$ cat src/sv/sidu_pkg.sv
// shared types for the signed integer divider unit
package sidu_pkg;

  typedef struct packed {
    logic valid;
    logic neg;
    logic zero;
  } sidu_ctl_t;

endpackage

$ cat src/sv/sidu_fix.sv
// output stage: sign, zero cases and saturation
module sidu_fix #(
  parameter int DATA_WIDTH = 32
) (
  input  logic                         clk,
  input  logic                         rst,
  input  sidu_pkg::sidu_ctl_t          ctl_in,
  input  logic        [DATA_WIDTH-1:0] q_in,
  output logic                         done,
  output logic signed [DATA_WIDTH-1:0] quotient
);
  import sidu_pkg::*;

  localparam logic [DATA_WIDTH-1:0] MaxPos = {1'b0, {(DATA_WIDTH-1){1'b1}}};

  logic [DATA_WIDTH-1:0] quotient_next;

  always_comb begin
    priority if (ctl_in.zero) begin
      quotient_next = '0;
    end else if (ctl_in.neg) begin
      quotient_next = ~q_in + {{(DATA_WIDTH-1){1'b0}}, 1'b1};
    end else if (q_in[DATA_WIDTH-1]) begin
      quotient_next = MaxPos;
    end else begin
      quotient_next = q_in;
    end
  end

  always_ff @(posedge clk) begin
    if (rst) begin
      done <= 1'b0;
    end else begin
      done <= ctl_in.valid;
    end
  end

  always_ff @(posedge clk) begin
    quotient <= $signed(quotient_next);
  end

endmodule

$ cat config.mk
export PLATFORM = sky130hd
export DESIGN_NAME = sidu_fix
export DESIGN_NICKNAME = d
export VERILOG_FILES = /design/src/sv/sidu_pkg.sv /design/src/sv/sidu_fix.sv
export SDC_FILE = /design/constraint.sdc
export NUM_CORES = 1
export LEC_CHECK = 0
export BUFFER_PORTS_ARGS = -buffer_cell sky130_fd_sc_hd__buf_2
export CAP_MARGIN = 20
export CORE_MARGIN = 10
export CORE_UTILIZATION = 40
export CTS_CLUSTER_SIZE = 12
export DETAILED_ROUTE_END_ITERATION = 10
export GPL_TIMING_DRIVEN = 0
export MAX_ROUTING_LAYER = met4
export PLACE_DENSITY = 0.67
export RECOVER_POWER = 100
export SYNTH_ARGS = -nofsm -noshare
export SYNTH_HDL_FRONTEND = slang
export SYNTH_SLANG_ARGS = --single-unit
export TNS_END_PERCENT = 30
$ cat constraint.sdc
create_clock -name clk -period 2.78 [get_ports clk]
set_clock_uncertainty 0.1 [all_clocks]
set_input_delay 0.417 -clock clk [delete_from_list [all_inputs] [get_ports clk]]
set_output_delay 0.417 -clock clk [all_outputs]
set_load 0.02 [all_outputs]
==> summary.md, run 1 <==
| Metric | Value |
|---|---|
| Cell Rows | 24 |
| Max-Cap Viols | 0 |
| Yosys synthesis warning count | 0 |
| Cells after Synth | 229 |
| Setup-failing EPs final | 0 |
| Synthesis-to-finish area growth | 25.0% |
| Fill cells | 451 |
| Worst setup SP type | input port |
| Worst hold slack | 0.181 ns |
| Nets | 342 |
| DIE AREA | approximately 0.008 mm^2 |
| CP required | slightly below 3 ns |
| Cell-internal power | approximately 0.00094 W |
| Resize count post-CTS | 0 |
| CP Class | in2reg |
| Tcrit/Tclk final | between 80% and 90% |
| Synthesized area per cell | 8.26 um^2 |
| Fmax | between 0.4 and 0.5 GHz |
| First-pass GRT wire length | 10000 um |
| Setup TNS | 0 ns |
| Seq pwr share | approximately 40% |
| Post-CTS setup buffers | 0 |
| Rel. slew slack | around 48% |
| DR WL/cell | between 15 and 20 um |
| Vias in the first global route | ~2100 |
| Initial core utilization | between 40% and 50% |
| Status | finished, final reports clean |
| CTS sink count | 33 |
| ANT nets after route | 0 |
| Die height | 88.8 um |
| Worst EP arrival | between 2 and 3 ns |
| Pre-antenna DRT Iters | 4 |
| Worst Path Max Fanout | 9 |
| Yosys cell types | ~50 |
| Worst vdd ir | about 0.00035 V |
| Total global-route track usage | approximately 17% |
| Hold buffers post-CTS | 0 |
| Cell Area, Synth | ~0.0019 mm^2 |
| Worst min-delay path category | in2reg |
| Core region area | 0.00447 mm^2 |
| IO Port Bufs | just under 70 |
| Vias | 2143 |
| Hold Path Stages | 2 |
| Chip width | between 80 and 90 um |
| DRC Markers | 0 |
| Pwr Density | about 550 mW/mm^2 |
| CTS buffer count | 5 |
| Clock group share of total power | between 40% and 50% |
| Drt via density | 6.00 |
| CTS tree | done |
| Layout cells sized above 1 | between 15 and 20% |
| Grt total ovfl | 0 |
| Worst-margin pin slew | 0.777 ns |
| Unrepaired setup endpoints after global routing | no |
| Initial antenna violation count | 0 |
| Final hold vios | 0 |
| Sequential area share after synthesis | approximately a third |
| Gpl congestion | just over 0.9 |
| H-tree Lvls | 2 |
| Total Routed Length | roughly 6500 um |
| Storage cell area | between 600 and 700 um^2 |
| Diode count | 0 |
| CTS max path bufs | 2 |
| Area of the multi-input gates | around 0.0011 mm^2 |
| Iter 0 DRT Violations | 208 |
| Final Critical Period | about 2.4 ns |
| Synthesized Nets | 267 |
| Hpwl dp | 4860 um |
| Slew Viols, Final | 0 |
| NetSw | between 0.0003 and 0.0004 W |
| Comb pwr share | 19.1% |
| I/O pin total | 70 |
| Largest net degree at the start of global routing | 12 |
| Register bit total from synthesis | 33 |
| CTS root buf | clkbuf_8 |
| Sw frac | ~27% |
| P_leak | between 0.9 and 1 nW |
| Worst Setup End Kind | flop |
| Clock-pin slew on the worst setup and hold paths | roughly 0.070 ns |
-- layer usage --
layer	up-vias	track usage [%]	share of wire (%)
li1	1043	-	-
met1	986	20.8	43
met2	107	25.5	47
met3	7	3.03	8.8
met4	0	6.90	1.3
met5	-	-	0
-- power groups by stage --
stage                     registers [W]  clock network (W)   logic, W
after floorplan                0.000572                  0  0.0000961
after global routing           0.000518           0.000567   0.000271
after CTS                      0.000514           0.000548   0.000261
after global placement         0.000523                  0   0.000259
after detailed placement       0.000524                  0   0.000259
final                          0.000515           0.000535   0.000248
-- state kept, by name, indices dropped and copies added, names as in the netlist --
name	cells
quotient	32
done	1
-- final timing paths --
path | start | end | slack [ns]
max | q_in[3] | quotient[31] | 0.38
min | rst | done | 0.18
-- synth_stat cells, drive strengths merged --
| cell | instances | area [um^2] |
|---|---|---|
| o41ai | 4 | 35.0 |
| a22o | 1 | 8.76 |
| nand3 | 11 | 65.1 |
| a41oi | 1 | 8.76 |
| nor3 | 10 | 55.1 |
| nand4 | 4 | 25.0 |
| or2 | 2 | 12.5 |
| and4 | 2 | 17.5 |
| nor2b | 2 | 12.5 |
| a221oi | 1 | 8.76 |
| clkinv | 1 | 3.75 |
| nor4b | 2 | 23.8 |
| nand4b | 1 | 8.76 |
| nor4 | 10 | 90.1 |
| mux2i | 1 | 10.0 |
| o211a | 2 | 20.0 |
| o21ai | 6 | 30.0 |
| nor2 | 23 | 86.3 |
| nand3b | 3 | 22.5 |
| dfxtp | 33 | 661 |
| a311oi | 12 | 105 |
| ha | 1 | 12.5 |
| buf | 6 | 37.5 |
| and3 | 2 | 13.8 |
| nand2b | 1 | 6.26 |
| clkbuf | 9 | 33.8 |
| a211oi | 19 | 143 |
| o31ai | 1 | 7.51 |
| and2 | 1 | 6.26 |
| o311a | 4 | 41.3 |
| a2111oi | 1 | 10.0 |
| a31o | 1 | 8.76 |
| a211o | 2 | 17.5 |
| or3 | 1 | 6.26 |
| nand2 | 10 | 37.5 |
| o22ai | 2 | 12.5 |
| nor3b | 2 | 15.0 |
| a21oi | 16 | 80.1 |
| inv | 13 | 48.8 |
| a41o | 3 | 30.0 |
| a31oi | 2 | 12.5 |
-- cell usage in the layout, fill, tap and decap left out, types with 2 or more instances in the layout --
master	netlist	layout
a211o_1	2	2
a211oi_1	19	19
a21oi_1	16	16
a311oi_1	12	12
a31oi_1	2	2
a41o_1	3	3
and4_1	2	2
buf_2	3	34
bufinv_16	0	2
clkbuf_1	9	47
clkbuf_8	0	5
dfxtp_1	33	33
inv_1	13	13
nand2_1	10	10
nand3_1	9	10
nand3b_1	3	3
nand4_1	4	4
nor2_1	23	23
nor2b_1	2	2
nor3_1	9	9
nor3b_1	2	2
nor4_1	7	7
nor4_2	2	3
nor4b_1	1	2
o211a_1	2	2
o21ai_0	6	6
o22ai_1	2	2
o311a_1	3	3
o41ai_1	4	4
or2_2	2	2
-- cell type report --
| cell class | instances | share of cell area, % |
|---|---|---|
| Clock inverter | 3 | 2.75 |
| Tap cell | 52 | 2.75 |
| Sequential cell | 33 | 28.0 |
| Multi-Input combinational cell | 167 | 45.9 |
| Timing Repair Buffer | 68 | 12.5 |
| Clock buffer | 5 | 2.91 |
| Inverter | 14 | 2.22 |
| Buffer | 15 | 2.97 |
-- cells by family (layout without fill, tap and decap cells) --
kind of cell / count (synthesis) / after routing / share of synthesized area, %
AO/OA/AOI/OAI: 78 / 78 / 30.6
flip-flops: 33 / 33 / 34.9
multiplexers: 1 / 1 / 0.529
buffers and inverters: 29 / 105 / 6.55
AND/OR/NAND/NOR: 87 / 87 / 26.7
adder cells (fa/ha/maj): 1 / 1 / 0.662
-- worst max-delay path: stages --
cell and delay (ns):
clkbuf_1 0.15, nor4_2 0.74, nand3_1 0.36, nor4b_1 0.60, mux2i_1 0.24
-- per-stage QoR --
stage	std cells	cell area, um^2	power (W)	utilization [%]	setup slack (ns)
floorplan	229	1890	0.000668	-	0.867
global placement	349	2300	0.000782	51.3	0.390
detailed placement	349	2300	0.000783	51.3	0.474
CTS	357	2430	0.00132	54.3	0.734
global route	357	2360	0.00136	52.8	0.266
finish	357	2360	0.00130	52.8	0.384
(Power assumes the default switching activity.)
==> run 2, diff against run 1 <==
- ABC_AREA: default -> 1
- PLACE_DENSITY: 0.67 -> 0.66
==> run 2 against run 1 <==
Against the previous run: setup slack improved by 0.52 ns; clock-buffer cell count rose by 2; sequential power barely moved; utilization fell by 1.0 points; combinational power rose by 9.7%; non-clock buffer count fell by 6; via count rose by 5.0%; global-route usage rose by 0.098 points; sequential share of layout area fell by 1.5 points; clock power fell by 23%; largest cell class unchanged.
==> summary.md, run 2 <==
| Metric | Value |
|---|---|
| Crit-path slowest cell | nor2_1 |
| Sw frac | 31.9% (+4.4 points) |
| CP peak stage delay | 0.58 ns (-0.16 ns) |
| Number of synthesized flops with an enable pin | 0 (unchanged) |
| First-pass GRT wire length | 11100 um (+10%) |
| Most numerous cell in the Yosys netlist | nand2_1 |
| Unrepaired setup endpoints after global routing | no |
| Drt via density | 4.81 (-20%) |
| CTS root buf | clkbuf_8 |
| Total Routed Length | 6670 um (+2.9%) |
| Tcrit/Tclk final | 67.6% (-19 points) |
| NetSw | 0.000381 W (+7.0%) |
| Worst EP arrival | 2.01 ns (-0.50 ns) |
| Synth Area in XOR/XNOR | 0% (unchanged) |
| H-tree Lvls | 2 (unchanged) |
| Adder-cell area share of the yosys netlist | 0.617% (-0.045 points) |
| Slew Viols, Final | 0 (unchanged) |
| Cell Rows | 25 (+4.2%) |
| IO Port Bufs | 69 (+1.5%) |
| Cell Area, Synth | 0.00203 mm^2 (+7.3%) |
| CTS max path bufs | 2 (unchanged) |
| Clock group share of total power | 34.3% (-6.9 points) |
| P_leak | 1.21 nW (+33%) |
| Dominant cells by area after synthesis | dfxtp_1 33%, nand2_1 13%, nor2_1 13%, nand3_1 5.4%, inv_1 5.0% |
| CTS buffer count | 5 (unchanged) |
| Fill cells | 561 (+24%) |
| DR WL/cell | 14.3 um (-22%) |
| CTS tree | done |
| Comb pwr share | 22.7% (+3.6 points) |
| Final hold vios | 0 (unchanged) |
| Critical-path cell list | clkbuf_1 -> inv_1 -> nor2_1 -> inv_1 -> clkbuf_1 -> nand2_1 -> a21oi_1 -> nor2_1 |
| Clock-pin slew on the worst setup and hold paths | 0.06 ns (about the same) |
| CP required | 2.91 ns (about the same) |
| Vias in the first global route | 2266 (+9.8%) |
| Largest family of logic cells by synthesized area | simple AND/OR/NAND/NOR gates |
| ANT nets after route | 0 (unchanged) |
| Synthesized Nets | 362 (+36%) |
| Most frequent cells in the layout | 73 x nand2_1, 72 x nor2_1, 37 x clkbuf_1 |
| Register bit total from synthesis | 33 (unchanged) |
| Max-Cap Viols | 0 (unchanged) |
| Initial antenna violation count | 0 (unchanged) |
| Post-synthesis mux area share | 0% (-0.53 points) |
| Rel. slew slack | 49.7% (+1.9 points) |
| Sequential area share after synthesis | 32.6% (-2.4 points) |
| Fmax | 0.532 GHz (+28%) |
| CP Class | in2reg |
| Hold buffers post-CTS | 0 (unchanged) |
| Grt total ovfl | 0 (unchanged) |
| Status | finished, final reports clean |
| I/O pin total | 70 (unchanged) |
| Max reg flops | 32 (unchanged) |
| M1 GR Usage | 20.2% (-0.65 points) |
| Biggest regs | quotient x32, done x1 |
| Largest net degree at the start of global routing | 11 (-1) |
| Critical path buffers and inverters | 4 (+3) |
| Tot Pwr | 0.00120 W (-7.8%) |
| Synthesized area per cell | 6.26 um^2 (-24%) |
| Most common cell after layout, fill and taps aside | nand2_1 |
| Worst min-delay path category | in2reg |
| Pre-antenna DRT Iters | 4 (unchanged) |
| Final Critical Period | 1.88 ns (-0.517 ns) |
| Diode count | 0 (unchanged) |
| Resize count post-CTS | 0 (unchanged) |
| Gpl congestion | 0.942 (+1.7%) |
| Cell-internal power | 0.000815 W (-13%) |
| Reg with most FFs | quotient |
| DRC Markers | 0 (unchanged) |
| Synthesis-to-finish area growth | 22.9% |
| Hpwl dp | 5330 um (+9.7%) |
| DIE AREA | 0.00832 mm^2 (+5.7%) |
| Top delay family on crit path | simple AND/OR/NAND/NOR gates |
| Setup-failing EPs final | 0 (unchanged) |
| Cells after Synth | 324 (+41%) |
| Layer with the highest usage | met2 |
| Worst Setup End Kind | flop |
| Initial core utilization | 42.1% (-0.12 points) |
| CTS sink count | 33 (unchanged) |
| Synth Area in Simple Gates | 45.0% (+18 points) |
| Layout cells sized above 1 | 19.7% (+2.0 points) |
| Most common library cells after synthesis | 72 x nand2_1, 69 x nor2_1, 33 x dfxtp_1 |
| Vias | 2251 (+5.0%) |
| GR Util met3 | 3.29% (+0.26 points) |
| Core region area | 0.00482 mm^2 (+7.7%) |
| Largest area contributor in the netlist | dfxtp_1 |
| Pwr Density | 480 mW/mm^2 (-13%) |
| Nets | 438 (+28%) |
| Die height | 91.2 um (+2.8%) |
| Worst vdd ir | 0.000249 V (-28%) |
| Grt met2 use | 27.3% (+1.8 points) |
| Worst setup SP type | input port |
| Seq pwr share | 43.0% (+3.3 points) |
| Total global-route track usage | 16.7% (+0.098 points) |
| Iter 0 DRT Violations | 166 (-20%) |
| Worst Path Max Fanout | 10 (+1) |
| Setup TNS | 0 ns (unchanged) |
| Post-CTS setup buffers | 0 (unchanged) |
| Async SR Flop Fraction | 0% (unchanged) |
| Post-synth top flop | dfxtp_1 |
| Compound-gate portion of the synthesized area | 12.7% (-18 points) |
| Yosys synthesis warning count | 0 (unchanged) |
| Chip width | 91.2 um (+2.8%) |
| Yosys cell types | 29 (-43%) |
| Synth top area share | 32.6% (-2.4 points) |
| Worst-margin pin slew | 0.752 ns (-0.0246 ns) |
==> run 2: changes by cell type in the layout (fill, tap and decap cells not counted), moves of 8 or more <==
cell / delta
nor2_1: +49
clkbuf_1: -10
nor2_2: +8
nand2_2: +8
nand3_1: +13
inv_1: +15
o21ai_0: +10
nor3_1: -8
a311oi_1: -12
a211oi_1: -19
nand2_1: +63
==> run 2: routing by layer <==
metal  routed length (um)  part of all wire [%]  vias up
met5                    0                     0        -
met4                  107                   1.6        0
met1                 3050                    46      985
met2                 3070                    46       75
li1                     -                     -     1180
met3                  434                   6.5       11
==> run 2: final cells by class <==
type	instances	area [um^2]	area share, %
multi-input combinational	249	1160	46.7
sequential	33	661	26.5
timing repair buffer	69	303	12.1
inverter	34	128	5.12
clock buffer	7	96.3	3.86
tap	67	83.8	3.36
buffer	8	53.8	2.16
clock inverter	1	5.00	0.201
==> run 2: through the flow <==
stage	instances	setup WS (ns)	util, %	cell area, um^2	hold WS, ns
global placement	460	0.917	51.0	2460	0.473
floorplan	324	1.24	-	2030	0.386
finish	468	0.901	51.8	2490	0.169
CTS	468	1.21	53.1	2560	0.168
detailed placement	460	0.902	51.0	2460	0.476
global route	468	0.730	51.8	2490	0.173
==> run 2: path summary, 6_finish.rpt <==
kind | depth (start not counted) | startpoint | slack, ns | end
worst max-delay path | 8 | q_in[31] | 0.90 | quotient[18]
worst min-delay path | 2 | rst | 0.17 | done
==> run 2: logic make-up (layout without fill, tap and decap cells) <==
| family | count (synthesis) | in the layout |
|---|---|---|
| AO/OA/AOI/OAI | 48 | 48 |
| adder cells (fa/ha/maj) | 1 | 1 |
| buffers and inverters | 42 | 119 |
| flip-flops | 33 | 33 |
| AND/OR/NAND/NOR | 200 | 200 |
==> run 2: power groups by stage <==
stage	combinational [W]	sequential [W]	clock (W)
5_1_grt	0.000304	0.000518	0.000437
2_1_floorplan	0.000126	0.000570	0
6_report	0.000272	0.000515	0.000411
4_1_cts	0.000285	0.000514	0.000416
3_3_place_gp	0.000283	0.000523	0
3_5_place_dp	0.000284	0.000524	0
