### config.mk
export PLATFORM = sky130hd
export DESIGN_NAME = sidu_prep
export DESIGN_NICKNAME = d
export VERILOG_FILES = /design/src/sv/sidu_pkg.sv /design/src/sv/sidu_prep.sv
export SDC_FILE = /design/constraint.sdc
export NUM_CORES = 1
export LEC_CHECK = 0
export BUFFER_PORTS_ARGS = -buffer_cell sky130_fd_sc_hd__buf_2
export CAP_MARGIN = 20
export CORE_UTILIZATION = 30
export CTS_BUF_LIST = sky130_fd_sc_hd__clkbuf_4 sky130_fd_sc_hd__clkbuf_8
export CTS_CLUSTER_DIAMETER = 50
export CTS_CLUSTER_SIZE = 16
export DETAILED_ROUTE_END_ITERATION = 8
export GPL_ROUTABILITY_DRIVEN = 0
export PLACE_DENSITY = 0.52
export SKIP_CTS_REPAIR_TIMING = 1
export SLEW_MARGIN = 20
export SYNTH_ARGS = -nofsm -noshare
export SYNTH_HDL_FRONTEND = slang
export SYNTH_SLANG_ARGS = --single-unit
### constraint.sdc
create_clock -name clk -period 4.2 [get_ports clk]
set_input_delay 0.21 -clock clk [delete_from_list [all_inputs] [get_ports clk]]
set_output_delay 0.21 -clock clk [all_outputs]
set_load 0.01 [all_outputs]
### src/sv/sidu_pkg.sv
// shared types for the signed integer divider unit
package sidu_pkg;

  typedef struct packed {
    logic valid;
    logic neg;
    logic zero;
  } sidu_ctl_t;

endpackage

### src/sv/sidu_prep.sv
// operand stage: magnitudes, result sign and zero detection
module sidu_prep #(
  parameter int DATA_WIDTH = 32
) (
  input  logic                         clk,
  input  logic                         rst,
  input  logic                         in_valid,
  input  logic signed [DATA_WIDTH-1:0] dividend,
  input  logic signed [DATA_WIDTH-1:0] divisor,
  output sidu_pkg::sidu_ctl_t          ctl,
  output logic        [DATA_WIDTH-1:0] mag_a,
  output logic        [DATA_WIDTH-1:0] mag_b
);
  import sidu_pkg::*;

  sidu_ctl_t             ctl_next;
  logic [DATA_WIDTH-1:0] a_u;
  logic [DATA_WIDTH-1:0] b_u;
  logic [DATA_WIDTH-1:0] mag_a_next;
  logic [DATA_WIDTH-1:0] mag_b_next;

  always_comb begin
    a_u            = $unsigned(dividend);
    b_u            = $unsigned(divisor);
    ctl_next.valid = in_valid;
    ctl_next.neg   = a_u[DATA_WIDTH-1] ^ b_u[DATA_WIDTH-1];
    ctl_next.zero  = (a_u == '0) || (b_u == '0);
    mag_a_next     = a_u[DATA_WIDTH-1] ? (~a_u + {{(DATA_WIDTH-1){1'b0}}, 1'b1}) : a_u;
    mag_b_next     = b_u[DATA_WIDTH-1] ? (~b_u + {{(DATA_WIDTH-1){1'b0}}, 1'b1}) : b_u;
  end

  always_ff @(posedge clk) begin
    if (rst) begin
      ctl <= '0;
    end else begin
      ctl <= ctl_next;
    end
  end

  always_ff @(posedge clk) begin
    mag_a <= mag_a_next;
    mag_b <= mag_b_next;
  end

endmodule

==> out/metrics.yaml, run 1 <==
pwr:
  power.internal_mw: 1.06
  peakVddDrop_mv: 0.128
  p_seq_frac: 0.492
  power.switching_mw: 0.392
  p_sw_frac: 0.270
  p_clk_frac: 0.322
  power_density_mw_per_mm2: 368
  power.total_mw: 1.45
  p_leak_nw: 1.60
  pwr-share-comb: 0.186
layout:
  final_util: 0.407
  seqCellArea_mm2: 0.00134
  multi_input_area_mm2: 0.00157
  design_area_mm2: 0.00395
  fin_cells: 553
  diodes: 0
  synthToLayoutAreaGrowth_pct: 32.2
  drive_above_1_share: 0.417
  fill_cells: 989
  finalNetCount: 487
logic_synthesis:
  synth_edf_count: 0
  ys_dominant_reg_cell: "dfxtp_1"
  synth-warning-count: 0
  ys_ff_latch: 67
  syn_area_mm2: 0.00298
  async_flop_share: 0
  synth_nets: 351
  netlist_instances: 280
  synth_largest_area_cell: "dfxtp_1"
  yosys.area.top_type_share: 0.449
  ys_types: 36
  ys_seq_area_frac: 0.449
  avgSynthCellArea_um2: 10.7
  yosys-top-cells-area: "dfxtp_1 (45%), xnor2_1 (17%), o41ai_2 (5.5%)"
worst_hold_path:
  hold_path.class: "input pin to flop"
route:
  wirelength_um: 7520
  drcViolationCount: 0
  wire_per_inst_um: 13.6
  drtIter0Drc: 48
  routed_via_density: 4.60
  vias: 2545
  ant_nets: 0
  drtPass1Iterations: 4
grt:
  grt_pass1_wl_um: 11800
  grt_start_max_net_pins: 35
  antenna_found_initial: 0
  overflow: 0
  grt_pass1_vias: 2464
  grt_use_total: 0.149
floorplan:
  ios: 134
  rows: 36
  die-area_mm2: 0.0104
  initial_core_util: 0.308
  core_mm2: 0.00968
  die_h_um: 102
  die_w_um: 102
sta:
  timing.setup.tns_ps: 0
  period_needed_ps: 2060
  post-route-period-util: 0.490
  clock.fmax_ghz: 0.486
  rsz0062_at_grt: "false"
  tightest_slew_ps: 676
  drv_slew: 0
  hold_violations: 0
  hold_slack_ps: 23.4
  setup_viol: 0
  slew-limit-headroom: 0.549
  setup_slack_ps: 2140
clocking:
  cts_tree: "done"
  clkTransAtPathRegs_ps: 70
  cts-htree-levels: 3
  clock_path_buffers: 2
  cts_buffers: 9
  root_buffer: "clkbuf_8"
  cts.sinks: 67
place:
  dp_hpwl_um: 5800
  io_buffers: 133
  dp.cells: 537
  place_ws_ps: 2260
  postPlaceCellArea_mm2: 0.00377
outcome:
  status: "finished, final reports clean"
setup_path:
  cp.required_ps: 4450
  cp_max_fo: 5
  arrival_ps: 2310
  cp-startpoint: "divisor[0]"
  cp-start-kind: "input pin"
  crit_type: "input pin to flop"
  crit_path_end: "mag_b[28]"
  critPathCaptureType: "flop"
run:
  cap_violations: 0
[logic make-up after synthesis]
group | count (synthesis) | synth area share
xor+xnor | 59 | 0.173
compound gates | 50 | 0.149
simple gates | 85 | 0.187
flops | 67 | 0.449
buf+inv | 15 | 0.0239
fa+ha+maj | 4 | 0.0168
[final cells by class]
cell class              instances  area share
clock buffers                  12      0.0387
clock inverters                 3     0.00381
inverters                       6     0.00571
multi-input cells             198       0.398
flip-flops and latches         67       0.340
well taps                     133      0.0422
repair buffers                134       0.171
[sequential cells by signal, indices dropped and copies added, names as in the netlist]
register  cells
ctl           3
mag_b        32
mag_a        32
[routing by layer]
metal / routed length [um] / vias up / GRT usage
met5: 0 / - / 0
met4: 70 / 0 / 0.0635
met3: 583 / 6 / 0.0455
met2: 3510 / 94 / 0.246
met1: 3360 / 1158 / 0.179
li1: - / 1287 / -
[layout by cell type (no fill, tap or decap), drive strengths merged]
master / count
dfxtp: 67
ha: 4
o21ai: 11
clkinv: 3
nor3b: 1
o41ai: 17
a22o: 1
or2: 3
and2: 2
nand3b: 3
nand4b: 1
nor4: 19
or4b: 1
nand2b: 2
clkbuf: 12
inv: 6
dlygate4sd3: 1
nor2b: 1
or3: 7
nand4: 3
o31ai: 21
or4: 1
nand2: 25
nor2: 6
nand3: 6
xnor2: 59
buf: 133
nor3: 4
[critical path, cell delays in order]
cell and delay, ps:
dlygate4sd3_1 540, buf_2 140, inv_1 80, ha_1 190, nor3b_1 360, nand4_1 310, o31ai_1 330, xnor2_1 160
[synthesized netlist by cell type (all sizes together), types with 4 or more instances]
| library cell | instances |
|---|---|
| or3 | 7 |
| ha | 4 |
| o31ai | 21 |
| xnor2 | 59 |
| o41ai | 17 |
| nor3 | 4 |
| inv | 6 |
| nor4 | 19 |
| nand3 | 6 |
| dfxtp | 67 |
| clkbuf | 7 |
| nand2 | 25 |
| nor2 | 6 |
| o21ai | 11 |
[worst min-delay path by stage]
stage               cells after the start       end         from  slack (ps)
finish                                  1  mag_a[0]  dividend[0]          20
global route                            1  mag_a[0]  dividend[0]           3
CTS                                     1  mag_b[0]   divisor[0]         -10
detailed placement                      1  mag_b[0]   divisor[0]         360
global placement                        1  mag_b[0]   divisor[0]         350
floorplan                               0  mag_a[0]  dividend[0]         240
[power by group through the flow]
stage	Sequential, mW	Combinational, mW	Clock (mW)
2_1_floorplan	0.765	0.0989	0
3_3_place_gp	0.729	0.271	0
3_5_place_dp	0.729	0.272	0
4_1_cts	0.715	0.273	0.491
5_1_grt	0.719	0.299	0.517
6_report	0.714	0.271	0.467
No activity file was read; power rests on OpenSTA's default activity.
==> inputs of run 2 (changes only) <==
--- a/config.mk
+++ b/config.mk
@@ -5,6 +5,7 @@
 export SDC_FILE = /design/constraint.sdc
 export NUM_CORES = 1
 export LEC_CHECK = 0
+export ABC_AREA = 1
 export BUFFER_PORTS_ARGS = -buffer_cell sky130_fd_sc_hd__buf_2
 export CAP_MARGIN = 20
 export CORE_UTILIZATION = 30
==> constraint.sdc (replaced) <==
create_clock -name clk -period 1.8 [get_ports clk]
set_input_delay 0.09 -clock clk [delete_from_list [all_inputs] [get_ports clk]]
set_output_delay 0.09 -clock clk [all_outputs]
set_load 0.01 [all_outputs]
==> run 2 against run 1 <==
Against the previous run:
- count of clock-buffer cells in the layout grew 1
- final area grew 22%
- largest cell class unchanged
- total power grew to 2.6 times the previous value
- non-clock buffer count grew 31
- die area grew 17%
- core utilization grew 1.5 points
- worst setup slack lost 1800 ps
- cell count grew 50%
- the run now ends with DRC, hold timing left
- clock power grew to 2.8 times the previous value
- wire length grew 40%
- hold slack lost 32 ps
==> out/metrics.yaml, run 2 <==
outcome:
  status: "finished, violations left"
  violations: "DRC, hold timing"
clocking:
  cts.sinks: 67  # unchanged
  root_buffer: "clkbuf_8"
  cts-htree-levels: 3  # unchanged
  clock_path_buffers: 2  # unchanged
  clkTransAtPathRegs_ps: 70  # about the same
  cts_tree: "done"
  cts_buffers: 9  # unchanged
grt:
  overflow: 0  # unchanged
  grt_start_max_net_pins: 26  # -26%
  antenna_found_initial: 0  # unchanged
  grt_use_total: 0.179  # +0.0303
  grt_pass1_vias: 3456  # +40%
  grt_pass1_wl_um: 16300  # +38%
sta:
  setup_slack_ps: 358  # -1780 ps
  tightest_slew_ps: 300  # -376 ps
  hold_violations: 2  # +2
  clock.fmax_ghz: 0.693
  timing.setup.tns_ps: 0  # unchanged
  hold_slack_ps: -8.81  # -32.2 ps
  drv_slew: 0  # unchanged
  setup_viol: 0  # unchanged
  rsz0062_at_grt: "false"
  post-route-period-util: 0.801
  slew-limit-headroom: 0.798  # +0.249
  period_needed_ps: 1440
logic_synthesis:
  synth-simple-area-share: 0.416  # +0.229
  yosys.area.top_type_share: 0.383  # -0.0668
  synth_top_family_by_area: "simple AND/OR/NAND/NOR gates"
  ys_ff_latch: 67  # unchanged
  ys_types: 26  # -28%
  ys_dominant_reg_cell: "dfxtp_1"
  avgSynthCellArea_um2: 6.81  # -36%
  ys_seq_area_frac: 0.383  # -0.0668
  synth_xor_xnor_area_share: 0.0725  # -0.101
  yosys-top-cells-area: "dfxtp_1 (38%), nand2_1 (18%), nor2_1 (8.2%)"
  synth_nets: 586  # +67%
  netlist_top_cells_count: "nand2_1 (167), nor2_1 (77), dfxtp_1 (67)"
  async_flop_share: 0  # unchanged
  synth_edf_count: 0  # unchanged
  yosys.area_share.adder: 0.0143  # -0.00249
  syn_area_mm2: 0.00350  # +17%
  synth-warning-count: 0  # unchanged
  synth.most_common_cell: "nand2_1"
  synth_compound_area_frac: 0.0421  # -0.107
  synth.area.mux_share: 0  # unchanged
  netlist_instances: 515  # +84%
  synth_largest_area_cell: "dfxtp_1"
floorplan:
  core_mm2: 0.0114  # +18%
  die_h_um: 110  # +8.2%
  rows: 39  # +8.3%
  ios: 134  # unchanged
  die-area_mm2: 0.0121  # +17%
  initial_core_util: 0.307  # -0.00121
  die_w_um: 110  # +8.2%
place:
  dp.cells: 788  # +47%
  io_buffers: 133  # unchanged
  place_ws_ps: 520  # -1740 ps
  dp_hpwl_um: 8440  # +45%
layout:
  synthToLayoutAreaGrowth_pct: 37.6
  top_regs: "mag_a: 32 flops, mag_b: 32 flops, ctl: 3 flops"
  final_util: 0.422  # +0.0148
  layout_common_cells: "nand2_1 (167), buf_2 (133), nor2_1 (77)"
  drive_above_1_share: 0.287  # -0.129
  layout_commonest_cell: "nand2_1"
  fin_cells: 832  # +50%
  finalNetCount: 756  # +55%
  diodes: 0  # unchanged
pwr:
  peakVddDrop_mv: 0.335  # +160%
  power_density_mw_per_mm2: 772  # +110%
  p_leak_nw: 2.43  # +52%
setup_path:
  cp-start-kind: "input pin"
  critPathTopFamily: "buffers and inverters"
  cp_slowest_stage_delay_ps: 540  # about the same
  path_cells: "dlygate4sd3_1 > buf_2 > inv_1 > ha_1 > nand2_2 > nor2_4 > nand2_2 > nand2_2 > nand2_1 > nand2_1 > nand2_1"
  critical_path_depth: 11  # +3
  arrival_ps: 1690  # -620 ps
  cp.required_ps: 2050  # -2400 ps
  critPathSlowestCell: "dlygate4sd3_1"
  cp_max_fo: 5  # unchanged
  crit_type: "input pin to flop"
  critPathCaptureType: "flop"
  path_buf_inv: 3  # unchanged
run:
  cap_violations: 0  # unchanged
route:
  drcViolationCount: 2  # +2
  vias: 3696  # +45%
  drtPass1Iterations: 6  # +2
  ant_nets: 0  # unchanged
  wirelength_um: 10500  # +40%
  wire_per_inst_um: 12.6  # -7.0%
  drtIter0Drc: 109  # +130%
  routed_via_density: 4.44  # -3.5%
worst_hold_path:
  holdPathStages: 3  # +2
  hold_path.class: "input pin to flop"
## run 2: cell count changes in the layout (fill, tap and decap cells not counted), sizes merged, moves of 7 or more
cell | before | now
or3 | 7 | 0
inv | 6 | 56
nor2 | 6 | 99
xnor2 | 59 | 17
nand3 | 6 | 47
nor4 | 19 | 0
o41ai | 17 | 0
xor2 | 0 | 12
o31ai | 21 | 0
dlygate4sd3 | 1 | 29
nand2 | 25 | 179
## run 2: final cells by class
cell class                      instances  area (um^2)
Inverter                               56          210
Sequential cell                        67         1340
Tap cell                              143          179
Clock inverter                          2         35.0
Fill cell                            1267         6600
Multi-Input combinational cell        386         1910
Clock buffer                           13          166
Timing Repair Buffer                  165          978
## run 2: per-layer routing
metal | up-vias | wire [um] | track usage
li1 | 1920 | - | -
met1 | 1631 | 4470 | 0.206
met2 | 125 | 5080 | 0.307
met3 | 20 | 660 | 0.0494
met4 | 0 | 318 | 0.0857
met5 | - | 0 | 0
## run 2: worst min-delay path: stages
cell and delay, ps:
buf_2 100, o21ai_0 70, nand2_1 50
## run 2: path summary, 6_finish.rpt
path,from,endpoint,slack (ps)
worst max-delay path,dividend[0],mag_a[20],360
worst min-delay path,dividend[19],mag_a[19],-9
## run 2: stage by stage
stage / power, mW / cell area (um^2)
CTS: 3.74 / 4530
global route: 3.96 / 4820
global placement: 2.39 / 4330
detailed placement: 2.40 / 4330
finish: 3.72 / 4820
floorplan: 2.07 / 3500
## run 2: cells by family after synthesis
kind of cell               count (synthesis)
adders and majority gates                  4
buffers and inverters                     62
xor gates and xnor gates                  29
AOI/OAI and AO/OA                         22
DFF                                       67
and+or+nand+nor                          331
## run 2: power breakdown
group / total [mW] / internal (mW) / switching, mW / leakage (nW)
clock network: 1.32 / 0.738 / 0.578 / 0.106
registers: 1.65 / 1.62 / 0.0331 / 0.564
logic: 0.755 / 0.317 / 0.438 / 1.76
total: 3.72 / 2.67 / 1.05 / 2.43
==> inputs of run 3 (changes only) <==
--- a/config.mk
+++ b/config.mk
@@ -14,7 +14,7 @@
 export CTS_CLUSTER_SIZE = 16
 export DETAILED_ROUTE_END_ITERATION = 8
 export GPL_ROUTABILITY_DRIVEN = 0
-export PLACE_DENSITY = 0.52
+export PLACE_DENSITY = 0.5
 export SKIP_CTS_REPAIR_TIMING = 1
 export SLEW_MARGIN = 20
 export SYNTH_ARGS = -nofsm -noshare
==> constraint.sdc (replaced) <==
create_clock -name clk -period 1.48 [get_ports clk]
set_input_delay 0.074 -clock clk [delete_from_list [all_inputs] [get_ports clk]]
set_output_delay 0.074 -clock clk [all_outputs]
set_load 0.01 [all_outputs]
==> run 3 against run 2 <==
Against the previous run:
- the flow finishes with violations (hold timing)
- global-route usage hardly changed
- sequential cell count stayed put
- sequential share of layout area is 0.39 points lower
- highest routed layer unchanged
==> out/metrics.yaml, run 3 (same netlist as run 2, synthesis figures left out) <==
outcome:
  status: "finished, violations left"
  violations: "hold timing"
layout:
  fill_cells: 1232  # -2.8%
  final_util: 0.428  # +0.00603
  layout_common_cells: "nand2_1 (167), buf_2 (133), nor2_1 (77)"
  design_area_mm2: 0.00489  # +1.4%
  layout_commonest_cell: "nand2_1"
  diodes: 0  # unchanged
  drive_above_1_share: 0.284  # -0.00330
  synthToLayoutAreaGrowth_pct: 39.5
  top_regs: "mag_a: 32 flops, mag_b: 32 flops, ctl: 3 flops"
  finalNetCount: 763  # +0.93%
pwr:
  p_sw_frac: 0.292  # +0.00996
  peakVddDrop_mv: 0.377  # +13%
  p_seq_frac: 0.444  # about the same
  power.internal_mw: 3.20  # +20%
  p_clk_frac: 0.349  # -0.004
  power_density_mw_per_mm2: 924  # +20%
  p_leak_nw: 2.46  # +0.96%
  power.switching_mw: 1.32  # +26%
  pwr-share-comb: 0.207  # +0.004
grt:
  grt_use_total: 0.179  # about the same
  grt_pass1_vias: 3501  # +1.3%
  grt_pass1_wl_um: 16400  # +0.80%
  grt_start_max_net_pins: 26  # unchanged
  antenna_found_initial: 0  # unchanged
  overflow: 0  # unchanged
setup_path:
  critPathTopFamily: "simple AND/OR/NAND/NOR gates"
  path_buf_inv: 2  # -1
  cp-start-kind: "input pin"
  cp-startpoint: "dividend[11]"
  cp_slowest_stage_delay_ps: 540  # about the same
  crit_type: "input pin to flop"
  cp.required_ps: 1730  # -320 ps
  critical_path_depth: 10  # -1
  crit_path_end: "mag_a[21]"
  arrival_ps: 1620  # -70 ps
  crit_top_cell: "nand2_1"
  path_cells: "dlygate4sd3_1 > buf_2 > nor2_1 > nand2_1 > nor2_1 > nor2_1 > nor2_4 > nand2_1 > nand2_1 > nand2_1"
  critPathSlowestCell: "dlygate4sd3_1"
  critPathCaptureType: "flop"
  cp_max_fo: 5  # unchanged
worst_hold_path:
  hold_path.class: "input pin to flop"
floorplan:
  die_h_um: 110  # unchanged
  initial_core_util: 0.307  # unchanged
  die-area_mm2: 0.0121  # unchanged
  ios: 134  # unchanged
  die_w_um: 110  # unchanged
  rows: 39  # unchanged
  core_mm2: 0.0114  # unchanged
clocking:
  cts.sinks: 67  # unchanged
  cts_buffers: 9  # unchanged
  clock_path_buffers: 2  # unchanged
  root_buffer: "clkbuf_8"
  clkTransAtPathRegs_ps: 80  # about the same
  cts-htree-levels: 3  # unchanged
  cts_tree: "done"
route:
  routed_via_density: 4.43  # -0.20%
  wirelength_um: 10600  # +0.32%
  drtIter0Drc: 131  # +20%
  drcViolationCount: 0  # -2
  ant_nets: 0  # unchanged
  wire_per_inst_um: 12.6  # -0.63%
  drtPass1Iterations: 4  # -2
  vias: 3724  # +0.76%
place:
  postPlaceCellArea_mm2: 0.00432  # -0.17%
  dp_hpwl_um: 8360  # -1.0%
  io_buffers: 133  # unchanged
sta:
  clock.fmax_ghz: 0.730
  setup_viol: 0  # unchanged
  post-route-period-util: 0.926
  drv_slew: 0  # unchanged
  period_needed_ps: 1370
  slew-limit-headroom: 0.785  # -0.0126
  tightest_slew_ps: 319  # +18.8 ps
  hold_violations: 5  # +3
  hold_slack_ps: -30.7  # -21.9 ps
run:
  cap_violations: 0  # unchanged
run 3: changes by cell type in the layout (fill, tap and decap cells not counted), sizes merged:
cell and delta:
buf -1, clkbuf -2, clkinv +2, clkinvlp +1, dlygate4sd3 +8
run 3: area by class of cell:
class | count | area, um^2 | area share
clock buffer | 11 | 145 | 0.0297
clock inverter | 5 | 52.6 | 0.0107
inverter | 56 | 210 | 0.0430
multi-input combinational | 386 | 1910 | 0.391
sequential | 67 | 1340 | 0.274
tap | 143 | 179 | 0.0366
timing repair buffer | 172 | 1050 | 0.215
run 3: worst min path at each step:
stage | slack (ps) | cells after the start | startpoint | endpoint
floorplan | 100 | 0 | dividend[0] | mag_a[0]
global placement | 190 | 1 | divisor[0] | mag_b[0]
detailed placement | 200 | 1 | dividend[0] | mag_a[0]
CTS | -180 | 1 | divisor[0] | mag_b[0]
global route | 0.03 | 3 | dividend[24] | mag_a[24]
finish | -30 | 3 | dividend[19] | mag_a[19]
run 3: metal layers:
metal  GRT usage  share of wire
met1       0.216           0.44
met2       0.311           0.49
met3      0.0429          0.057
met4      0.0600          0.011
met5           0              0
run 3: tightest hold or removal path: stages:
cell	delay [ps]
buf_2	100
o21ai_0	70
nand2_1	50
run 3: power by group through the flow:
stage,clock network [mW],logic (mW),registers (mW)
2_1_floorplan,0,0.380,2.14
3_3_place_gp,0,0.860,2.05
3_5_place_dp,0,0.865,2.05
4_1_cts,1.62,0.868,2.01
5_1_grt,1.71,1.05,2.02
6_report,1.58,0.934,2.01
run 3: stage by stage:
step	power (mW)	cells	TNS [ps]	setup slack [ps]
2_1_floorplan	2.52	515	0	494
3_3_place_gp	2.91	787	0	277
5_1_grt	4.78	840	-15.8	-15.0
4_1_cts	4.50	803	0	560
6_report	4.52	840	0	110
3_5_place_dp	2.91	787	0	231
