$ cat config.mk
export PLATFORM = sky130hd
export DESIGN_NAME = sidu_step
export DESIGN_NICKNAME = d
export VERILOG_FILES = /design/src/sv/sidu_pkg.sv /design/src/sv/sidu_step.sv
export SDC_FILE = /design/constraint.sdc
export NUM_CORES = 1
export LEC_CHECK = 0
export ABC_AREA = 1
export BUFFER_PORTS_ARGS = -buffer_cell sky130_fd_sc_hd__buf_4
export CELL_PAD_IN_SITES_DETAIL_PLACEMENT = 1
export CELL_PAD_IN_SITES_GLOBAL_PLACEMENT = 1
export CORE_UTILIZATION = 33
export CTS_CLUSTER_DIAMETER = 200
export DETAILED_ROUTE_END_ITERATION = 7
export PLACE_DENSITY = 0.81
export REMOVE_ABC_BUFFERS = 1
export SYNTH_ARGS = -nofsm -noshare
export SYNTH_HDL_FRONTEND = slang
export SYNTH_SLANG_ARGS = --single-unit
$ cat constraint.sdc
create_clock -name clk -period 2.5 [get_ports clk]
set_input_delay 0.25 -clock clk [delete_from_list [all_inputs] [get_ports clk]]
set_output_delay 0.25 -clock clk [all_outputs]
set_load 0.05 [all_outputs]
$ cat src/sv/sidu_pkg.sv
// shared types for the signed integer divider unit
package sidu_pkg;

  typedef struct packed {
    logic valid;
    logic neg;
    logic zero;
  } sidu_ctl_t;

endpackage

$ cat src/sv/sidu_step.sv
// one restoring division step: one quotient bit per stage
module sidu_step #(
  parameter int DATA_WIDTH = 32
) (
  input  logic                  clk,
  input  logic                  rst,
  input  sidu_pkg::sidu_ctl_t   ctl_in,
  input  logic [DATA_WIDTH-1:0] rem_in,
  input  logic [DATA_WIDTH-1:0] dq_in,
  input  logic [DATA_WIDTH-1:0] dvs_in,
  output sidu_pkg::sidu_ctl_t   ctl,
  output logic [DATA_WIDTH-1:0] rem,
  output logic [DATA_WIDTH-1:0] dq,
  output logic [DATA_WIDTH-1:0] dvs
);
  import sidu_pkg::*;

  logic [DATA_WIDTH:0]   trial;
  logic                  take;
  logic [DATA_WIDTH-1:0] rem_next;
  logic [DATA_WIDTH-1:0] dq_next;

  always_comb begin
    trial    = {rem_in, dq_in[DATA_WIDTH-1]} - {1'b0, dvs_in};
    take     = !trial[DATA_WIDTH];
    rem_next = take ? trial[DATA_WIDTH-1:0] : {rem_in[DATA_WIDTH-2:0], dq_in[DATA_WIDTH-1]};
    dq_next  = {dq_in[DATA_WIDTH-2:0], take};
  end

  always_ff @(posedge clk) begin
    if (rst) begin
      ctl <= '0;
    end else begin
      ctl <= ctl_in;
    end
  end

  always_ff @(posedge clk) begin
    rem <= rem_next;
    dq  <= dq_next;
    dvs <= dvs_in;
  end

endmodule

==> results of run 1 <==
-- state kept, by name (all words and copies together) (netlist names) --
signal  flops
dq         32
dvs        32
rem        32
ctl         3
-- stage by stage --
stage | setup TNS, ps | cells | area [sq um] | setup WS, ps
finish | 0 | 1269 | 7830 | 121
global route | -152 | 1269 | 7830 | -21.8
CTS | 0 | 1266 | 7780 | 2.99
detailed placement | 0 | 1198 | 6960 | 175
global placement | 0 | 1198 | 6960 | 268
floorplan | 0 | 782 | 5110 | 550
-- metal layers --
layer	GRT usage	routed length [um]	up-vias
met5	0	0	-
met4	0.0553	197	0
met3	0.0406	874	14
met2	0.410	8950	141
met1	0.272	7920	2556
li1	-	-	2862
-- cell type report --
class | count | area, sq um | share of cell area
multi-input cells | 521 | 2530 | 0.323
repair buffers | 260 | 2160 | 0.275
flip-flops and latches | 99 | 1980 | 0.253
inverters | 162 | 608 | 0.0776
well taps | 211 | 264 | 0.0337
clock buffers | 10 | 239 | 0.0305
clock inverters | 6 | 55.1 | 0.00703
-- power by group --
group	internal [uW]	switching [uW]	leakage, uW
clock network	722	654	0.000139
registers	1740	43.9	0.000834
logic	663	1250	0.00357
total	3120	1950	0.00454
-- timing repair --
| item | in CTS | in global routing |
|---|---|---|
| hold buffers | 52 | 0 |
| setup endpoints to repair | 0 | 24 |
| endpoints found under the hold margin | 52 | 0 |
| setup buffers | 0 | 3 |
| resized for setup | 0 | 4 |
-- kinds of logic after synthesis --
| logic type | share of synthesized area |
|---|---|
| AO/OA/AOI/OAI | 0.0358 |
| AND/OR/NAND/NOR | 0.345 |
| adder cells (fa/ha/maj) | 0.0813 |
| flip-flops | 0.383 |
| buffers and inverters | 0.129 |
| XOR/XNOR | 0.0254 |
-- worst max-delay path by stage --
| stage | start | endpoint | slack [ps] | cells past startpoint |
|---|---|---|---|---|
| finish | dvs_in[0] | rem[26]$_DFF_P_ | 120 | 18 |
| global route | dvs_in[19] | rem[8]$_DFF_P_ | -20 | 17 |
| CTS | dvs_in[0] | rem[26]$_DFF_P_ | 3 | 17 |
| detailed placement | dq_in[31] | rem[26]$_DFF_P_ | 180 | 17 |
| global placement | dq_in[31] | rem[2]$_DFF_P_ | 270 | 17 |
| floorplan | dq_in[31] | rem[0]$_DFF_P_ | 550 | 15 |
-- cell usage after synthesis, drive strengths merged --
| cell | n | area, sq um |
|---|---|---|
| inv | 162 | 608 |
| buf | 6 | 60.1 |
| nand4 | 8 | 50.1 |
| nand3b | 2 | 15.0 |
| fa | 1 | 20.0 |
| or2 | 2 | 12.5 |
| and2 | 4 | 25.0 |
| and3 | 1 | 6.26 |
| nor2 | 42 | 158 |
| nand3 | 31 | 155 |
| o21bai | 7 | 52.6 |
| dfxtp | 99 | 1980 |
| nand2 | 345 | 1330 |
| ha | 32 | 400 |
| a21oi | 25 | 133 |
| nor3 | 6 | 30.0 |
| xnor2 | 1 | 8.76 |
| xor2 | 14 | 123 |
==> summary.md, run 1 <==
| Metric | Value |
|---|---|
| Leakage power | 0.00454 uW |
| Synth unique cells | 24 |
| Mean Syn Cell Area | 6.56 sq um |
| Num ports | 200 |
| Hold Path Stages | 1 |
| Largest net degree at the start of global routing | 19 |
| Vias per inst | 4.39 |
| GP Congestion | 0.894 |
| CP Buf/Inv Count | 4 |
| Seq/Total Area, Yosys | 0.383 |
| YS warnings | 0 |
| Max-slew violation count | 0 |
| DRC viols | 0 |
| Slowest CP cell | dlygate4sd3_1 |
| Root buffer cell | clkbuf_16 |
| Ant diodes | 0 |
| # fillers | 2024 |
| Clock transition at path regs | 70 ps |
| CP endpoint kind | flop |
| Worst-path fanout max | 12 |
| Final Hold Fails | 0 |
| TritonRoute pass-1 iters | 4 |
| Flops & latches, synth | 99 |
| Critical path class | in2reg |
| Worst rel slew slack | 0.677 |
| DR iter-0 viols | 178 |
| Max incr delay on CP | 540 ps |
| Cell Area, Synth | 0.00517 sq mm |
| Initial antenna violation count | 0 |
| Critical Path RT | 2800 ps |
| Buffers on Ports | 199 |
| Final ANT Viol Nets | 0 |
| Crit start category | input pin |
| Pwr/cell area | 647 mW/mm^2 |
| Syn Inst Count | 788 |
| Core Util, Final | 0.513 |
| First-pass GRT wire length | 28.3 mm |
| Peak VDD IR | 316 uV |
| CORE AREA | 0.0153 sq mm |
| Max cap viols | 0 |
| Min Clock Period, post-route | 2380 ps |
| Design Power | 5070 uW |
| Die Area | 0.0162 sq mm |
| Most frequent cells in the layout | nand2_1 (334), buf_4 (202), inv_1 (159) |
| Total global routing overflow | 0 |
| Worst Hold End | dvs[30]$_DFF_P_ |
| Per-cell routed wire length | 14.1 um |
| DR vias | 5573 |
| P&R area growth vs syn | 51.6% |
| CTS H-Tree Depth | 3 |
| Critical path, cell by cell | dlygate4sd3_1 -> buf_4 -> ha_1 -> fa_2 -> inv_2 -> nand2_1 -> nand2_1 -> nand3_1 -> nand2_2 -> nand2_1 -> nand2_2 -> nand2_2 -> nand2_2 -> nand2_2 -> nand2_4 -> buf_12 -> nand2_1 -> nand2_1 |
| DPL Wire Length | 13.9 mm |
| Max clock buf depth | 2 |
| Post-route clock period utilization | 0.952 |
| Worst-Margin Slew | 482 ps |
| Initial Utilization | 0.339 |
| Family with the most delay on the worst path | simple AND/OR/NAND/NOR gates |
| HP Start | dvs_in[30] |
| Fmax | 420 MHz |
| CTS buffer count | 9 |
| Net total in the final layout | 1187 |
| Die H | 127 um |
| CTS tree | yes |
| GRT Resource Usage Total | 0.225 |
| Core Rows | 45 |
| Commonest non-fill, non-tap cell in the layout | nand2_1 |
| Crit path DAT | 2680 ps |
| Final hold slack | 13.1 ps |
| Share of layout cells above drive strength 1 | 0.230 |
| Die width | 127 um |
| Via count of the first global-routing pass | 5761 |
| HP Class | in2reg |
| TritonCTS Sinks | 99 |
| Setup violations, final | 0 |
| Status | finished, final reports clean |
| Post-Route WL | 17.9 mm |
Note: power is estimated with default switching activity, not from simulation.
==> run 2, diff against run 1 <==
--- a/config.mk
+++ b/config.mk
@@ -9,10 +9,11 @@
 export BUFFER_PORTS_ARGS = -buffer_cell sky130_fd_sc_hd__buf_4
 export CELL_PAD_IN_SITES_DETAIL_PLACEMENT = 1
 export CELL_PAD_IN_SITES_GLOBAL_PLACEMENT = 1
-export CORE_UTILIZATION = 33
+export CORE_UTILIZATION = 34
+export CTS_BUF_LIST = sky130_fd_sc_hd__clkbuf_2
 export CTS_CLUSTER_DIAMETER = 200
 export DETAILED_ROUTE_END_ITERATION = 7
-export PLACE_DENSITY = 0.81
+export PLACE_DENSITY = 0.83
 export REMOVE_ABC_BUFFERS = 1
 export SYNTH_ARGS = -nofsm -noshare
 export SYNTH_HDL_FRONTEND = slang
==> summary.md, run 2 (synthesis gave the netlist of run 1 again) <==
| Metric | Value |
|---|---|
| Failing checks | DRC |
| CTS H-Tree Depth | 3 (unchanged) |
| Fmax | 435 MHz (+3.6%) |
| Max cap viols | 0 (unchanged) |
| TritonCTS Sinks | 99 (unchanged) |
| Initial antenna violation count | 1 (+1) |
| Post-route cell area | 0.00801 sq mm (+2.3%) |
| CTS buffer count | 9 (unchanged) |
| Pwr/cell area | 569 mW/mm^2 (-12%) |
| Worst rel slew slack | 0.715 (+0.0388) |
| Setup ws final | 203 ps (+81.8 ps) |
| Setup TNS | 0 ps (unchanged) |
| Worst Setup EP | rem[29]$_DFF_P_ |
| CORE AREA | 0.0147 sq mm (-3.7%) |
| CTS tree | yes |
| Status | finished with violations |
| First-pass GRT wire length | 30.7 mm (+8.6%) |
| Worst-path fanout max | 15 (+3) |
| DR vias | 5768 (+3.5%) |
| Peak VDD IR | 364 uV (+15%) |
| Total global routing overflow | 0 (unchanged) |
| Setup violations, final | 0 (unchanged) |
| Post-Route WL | 18.8 mm (+4.9%) |
| Most frequent cells in the layout | nand2_1 (335), buf_4 (201), inv_1 (160) |
| Largest net degree at the start of global routing | 34 (+15) |
| Root buffer cell | clkbuf_2 |
| Share of layout cells above drive strength 1 | 0.213 (-0.0170) |
| Per-cell routed wire length | 14.6 um (+3.5%) |
| Post-route clock period utilization | 0.919 (-0.0327) |
| GRT Resource Usage Total | 0.250 (+0.0246) |
| DRC viols | 19 (+19) |
| Worst Setup SP | dq_in[31] |
| Die Area | 0.0157 sq mm (-2.9%) |
| Worst slack, placed | 65.4 ps (-110 ps) |
| Net total in the final layout | 1229 (+3.5%) |
| Final ANT Viol Nets | 0 (unchanged) |
| Final hold slack | 74.0 ps (+60.9 ps) |
| Core Util, Final | 0.545 (+0.0318) |
| Placed Area | 0.00689 sq mm (-1.1%) |
| Unrepaired setup endpoints after global routing | no |
| Num ports | 200 (unchanged) |
| Crit start category | input pin |
| Clock transition at path regs | 270 ps (+200 ps) |
| Max clock buf depth | 2 (unchanged) |
| Core Rows | 44 (-2.2%) |
| Critical Path RT | 3080 ps (+280 ps) |
| Final Hold Fails | 0 (unchanged) |
| Vias per inst | 4.49 (+2.2%) |
| Max-slew violation count | 0 (unchanged) |
| Min Clock Period, post-route | 2300 ps (-81.8 ps) |
| GP Congestion | 0.893 (-0.16%) |
| Buffers on Ports | 199 (unchanged) |
| DPL Wire Length | 13.4 mm (-3.3%) |
| Via count of the first global-routing pass | 6150 (+6.8%) |
| CP endpoint kind | flop |
| TritonRoute pass-1 iters | 8 (+4) |
| HP Class | in2reg |
| Initial Utilization | 0.352 (+0.0129) |
| Worst-Margin Slew | 424 ps (-57.7 ps) |
| DR iter-0 viols | 261 (+47%) |
| Die H | 125 um (-1.5%) |
| Die width | 125 um (-1.5%) |
| Critical path class | in2reg |
| P&R area growth vs syn | 55.0% |
| Leakage power | 0.00463 uW (+1.9%) |
| Commonest non-fill, non-tap cell in the layout | nand2_1 |
| Biggest regs | dq: 32 flops, dvs: 32 flops, rem: 32 flops |
| Crit path DAT | 2880 ps (+200 ps) |
## run 2: layout make-up
| cell class | instances | area, sq um |
|---|---|---|
| Clock buffer | 10 | 50.0 |
| Multi-Input combinational cell | 521 | 2530 |
| Inverter | 162 | 608 |
| Tap cell | 184 | 230 |
| Antenna cell | 1 | 2.50 |
| Fill cell | 1895 | 6690 |
| Clock inverter | 6 | 73.8 |
| Timing Repair Buffer | 302 | 2540 |
| Sequential cell | 99 | 1980 |
## run 2: worst max-delay path, cell delays in order
cell and delay [ps]:
dlygate4sd3_1 530, buf_4 110, inv_1 50, ha_1 240
fa_1 420, inv_1 110, nand2_1 60, nand2_1 70
nand3_1 90, nand2_2 90, nand2_1 60, nand2_2 90
nand2_2 80, nand2_2 90, nand2_2 70, nand2_4 160
buf_12 170, nand2_1 70, nand2_1 70
## run 2: how the worst min path moves through the flow
| stage | startpoint | to | slack [ps] | cells past startpoint |
|---|---|---|---|---|
| floorplan | dq_in[9] | dq[10]$_DFF_P_ | 280 | 0 |
| global placement | dq_in[16] | dq[17]$_DFF_P_ | 350 | 1 |
| detailed placement | dq_in[6] | dq[7]$_DFF_P_ | 360 | 1 |
| CTS | rem_in[31] | rem[19]$_DFF_P_ | 30 | 5 |
| global route | rem_in[31] | rem[3]$_DFF_P_ | 40 | 5 |
| finish | rem_in[31] | rem[3]$_DFF_P_ | 70 | 5 |
## run 2: what timing repair did
action | 4_1_cts | 5_1_grt
setup endpoints to repair | 0 | 1
hold buffers | 99 | 0
resized for setup | 0 | 1
buffers inserted | 0 | 0
endpoints found under the hold margin | 98 | 0
## run 2: where the power goes
part / leakage [uW] / internal (uW) / switching [uW]
registers: 0.000834 / 1740 / 51.8
clock network: 0.0000707 / 247 / 586
logic: 0.00373 / 676 / 1260
total: 0.00463 / 2670 / 1890
## run 2: per-layer routing
metal  routed length, um  up-vias  track usage  share of wire
met3                 905       18       0.0458          0.048
met5                   0        -            0              0
met2                9640      148        0.465           0.51
met4                 257        0       0.0653          0.014
met1                8010     2655        0.292           0.43
li1                    -     2947            -              -
## run 2: metrics by stage
step                instances  power [uW]
floorplan                 782        2980
global placement         1169        3570
detailed placement       1169        3600
CTS                      1284        4580
global route             1285        4830
finish                   1285        4560
==> run 3, diff against run 2 <==
--- a/config.mk
+++ b/config.mk
@@ -5,15 +5,14 @@
 export SDC_FILE = /design/constraint.sdc
 export NUM_CORES = 1
 export LEC_CHECK = 0
-export ABC_AREA = 1
 export BUFFER_PORTS_ARGS = -buffer_cell sky130_fd_sc_hd__buf_4
 export CELL_PAD_IN_SITES_DETAIL_PLACEMENT = 1
 export CELL_PAD_IN_SITES_GLOBAL_PLACEMENT = 1
-export CORE_UTILIZATION = 34
+export CORE_UTILIZATION = 35
 export CTS_BUF_LIST = sky130_fd_sc_hd__clkbuf_2
 export CTS_CLUSTER_DIAMETER = 200
 export DETAILED_ROUTE_END_ITERATION = 7
-export PLACE_DENSITY = 0.83
+export PLACE_DENSITY = 0.82
 export REMOVE_ABC_BUFFERS = 1
 export SYNTH_ARGS = -nofsm -noshare
 export SYNTH_HDL_FRONTEND = slang
==> summary.md, run 3 <==
| Metric | Value |
|---|---|
| Critical Path RT | 3100 ps (+20 ps) |
| Flops & latches, synth | 99 (unchanged) |
| Seq/Total Area, Yosys | 0.445 (+0.0615) |
| Hold Path Stages | 4 (-1) |
| Commonest non-fill, non-tap cell in the layout | buf_4 |
| Cell Area, Synth | 0.00445 sq mm (-14%) |
| Crit path DAT | 3140 ps (+260 ps) |
| DR vias | 5178 (-10%) |
| Worst Hold End | rem[2]$_DFF_P_ |
| Net total in the final layout | 956 (-22%) |
| Largest net degree at the start of global routing | 17 (-50%) |
| Design Power | 5000 uW (+9.7%) |
| First-pass GRT wire length | 32.7 mm (+6.4%) |
| YS warnings | 0 (unchanged) |
| Via count of the first global-routing pass | 5791 (-5.8%) |
| Dominant cell type by area after synthesis | dfxtp_1 |
| HP Start | dvs_in[1] |
| Slowest CP cell | dlygate4sd3_1 |
| DR iter-0 viols | 312 (+20%) |
| Peak VDD IR | 348 uV (-4.2%) |
| Most common cell in the netlist | dfxtp_1 |
| TritonRoute pass-1 iters | 6 (-2) |
| Buffers on Ports | 199 (unchanged) |
| Clock transition at path regs | 330 ps (+60 ps) |
| Critical path, cell by cell | dlygate4sd3_1 -> buf_4 -> ha_2 -> nand2_1 -> nor2b_1 -> o211ai_1 -> a21oi_2 -> o21a_1 -> o211ai_4 -> buf_6 -> buf_4 -> o31ai_1 |
| Top FF cell, synth | dfxtp_1 |
| Most used cell, CP | buf_4 |
| Num ports | 200 (unchanged) |
| GP Congestion | 0.854 (-4.3%) |
| Setup violations, final | 10 (+10) |
| GRT Resource Usage Total | 0.334 (+0.0839) |
| Post-synth EDFFs | 0 (unchanged) |
| Met3 Use GR | 0.0633 (+0.0175) |
| Crit start category | input pin |
| Max-slew violation count | 0 (unchanged) |
| CTS H-Tree Depth | 3 (unchanged) |
| Min Clock Period, post-route | 2540 ps (+243 ps) |
| Biggest regs | dq: 32 flops, dvs: 32 flops, rem: 32 flops |
| CORE AREA | 0.0122 sq mm (-17%) |
| Worst slack, placed | -512 ps (-577 ps) |
| Critical path class | in2reg |
| Vias per inst | 5.20 (+16%) |
| Fin cells | 995 (-23%) |
| Per-cell routed wire length | 22.3 um (+52%) |
| CTS buffer count | 9 (unchanged) |
| P&R area growth vs syn | 74.8% |
| Max cap viols | 0 (unchanged) |
| Worst-path fanout max | 15 (unchanged) |
| Max clock buf depth | 2 (unchanged) |
| DRC viols | 0 (-19) |
| CP endpoint kind | flop |
| Max incr delay on CP | 570 ps (+40 ps) |
| Top post-synthesis cells by area | dfxtp_1 (44%), ha_1 (9.0%), mux2_4 (6.1%), a21oi_1 (3.8%), nand2_1 (3.7%) |
| TritonCTS Sinks | 99 (unchanged) |
| Worst rel slew slack | 0.619 (-0.0966) |
| Status | finished with violations |
| Final ANT Viol Nets | 0 (unchanged) |
| Share of layout cells above drive strength 1 | 0.383 (+0.170) |
| Root buffer cell | clkbuf_2 |
| Final Hold Fails | 0 (unchanged) |
| Storage cell area | 0.00198 sq mm (unchanged) |
| Core Rows | 40 (-9.1%) |
| Post-Route WL | 22.2 mm (+18%) |
| Leakage power | 0.00387 uW (-16%) |
| # fillers | 1386 (-27%) |
| Syn Inst Count | 462 (-41%) |
| Synth unique cells | 49 (+100%) |
| Failing checks | setup timing |
| Total global routing overflow | 0 (unchanged) |
| Fmax | 394 MHz (-9.6%) |
| Die Area | 0.0132 sq mm (-16%) |
| Most frequent cells in the layout | buf_4 (261), dlygate4sd3_1 (101), dfxtp_1 (99) |
| Post-route cell area | 0.00779 sq mm (-2.8%) |
| Mean Syn Cell Area | 9.64 sq um (+47%) |
| Multi-input gate area | 0.00230 sq mm (-9.1%) |
| Setup ws final | -40.3 ps (-243 ps) |
| Met1 usage | 0.351 (+0.0594) |
| Asr flop ratio synth | 0 (unchanged) |
| Placed Area | 0.00656 sq mm (-4.8%) |
| Met2 usage | 0.626 (+0.161) |
| Core Util, Final | 0.638 (+0.0925) |
| Unrepaired setup endpoints after global routing | yes |
| Area share of the largest cell type after synthesis | 0.445 (+0.0615) |
| Worst-Margin Slew | 566 ps (+142 ps) |
| HP Class | in2reg |
| Pwr/cell area | 642 mW/mm^2 (+13%) |
| GR peak layer | met2 |
| Post-route clock period utilization | 1.02 (+0.0972) |
| DPL Wire Length | 12.3 mm (-8.2%) |
| Initial antenna violation count | 1 (unchanged) |
| Die H | 115 um (-8.4%) |
| Initial Utilization | 0.365 (+0.0131) |
| CTS tree | yes |
| Die width | 115 um (-8.4%) |
| Dpl cells | 876 (-25%) |
| Most instantiated cells after synthesis | dfxtp_1 (99), nand2_1 (44), inv_1 (41) |
==> run 3: changes by cell type in the layout (fill, tap and decap cells not counted), moves of 13 or more <==
cell and delta:
nand2_1 -291, inv_1 -119, buf_4 +60, nor2_1 -26, o21ai_0 +23, nand3_1 -20
mux2_4 +18, a21o_1 +15, xnor2_1 +13
==> run 3: through the flow <==
| stage | hold slack [ps] | TNS, ps |
|---|---|---|
| 2_1_floorplan | 278 | -9700 |
| 3_3_place_gp | 355 | -8810 |
| 3_5_place_dp | 355 | -13420 |
| 4_1_cts | 178 | 0 |
| 5_1_grt | 155 | -2140 |
| 6_report | 151 | -205 |
==> run 3: worst max-delay path: cells and delay by family <==
kind,cells,cell delay [ps]
AOI/OAI and AO/OA,5,1100
buffers and inverters,4,1090
adders and majority gates,1,380
and+or+nand+nor,2,310
==> run 3: timing repair <==
action                                  in CTS  in global routing
hold buffers                               101                  0
setup buffers                                0                  2
endpoints found under the setup margin       0                 30
hold endpoints to repair                    98                  0
gates resized for setup                      0                 18
==> run 3: area by class of cell <==
type	count	area share
repair buffers	364	0.385
clock inverters	5	0.0111
diodes	1	0.000321
well taps	168	0.0270
flip-flops and latches	99	0.254
multi-input cells	306	0.295
inverters	42	0.0202
clock buffers	10	0.00643
==> run 3: worst max-delay path by stage <==
stage	from	end	slack (ps)
after floorplan	dvs_in[16]	rem[10]$_DFF_P_	-510
after global placement	dq_in[31]	rem[22]$_DFF_P_	-320
after detailed placement	dq_in[31]	rem[9]$_DFF_P_	-510
after CTS	rem_in[2]	rem[9]$_DFF_P_	7
after global routing	dvs_in[29]	rem[7]$_DFF_P_	-140
final	rem_in[10]	rem[5]$_DFF_P_	-40
==> run 3: power breakdown <==
part / switching, uW / internal, uW / total [uW]
Clock: 623 / 339 / 962
Sequential: 79.0 / 1760 / 1840
Combinational: 1330 / 870 / 2200
Total: 2040 / 2970 / 5000
==> run 3: logic make-up (layout without fill, tap and decap cells) <==
logic type      after synthesis  count (layout)  share of synthesized area
xor+xnor                     24              24                     0.0472
other cells                   0               1                          0
simple gates                111             111                      0.121
flops                        99              99                      0.445
buf+inv                      57             421                     0.0534
compound gates              120             120                      0.179
fa+ha+maj                    33              33                     0.0944
mux                          18              18                     0.0607
==> run 3: routing by layer <==
| metal | share of wire | up-vias |
|---|---|---|
| met5 | 0 | - |
| met4 | 0.047 | 0 |
| met3 | 0.064 | 85 |
| met2 | 0.52 | 283 |
| met1 | 0.37 | 2490 |
| li1 | - | 2320 |
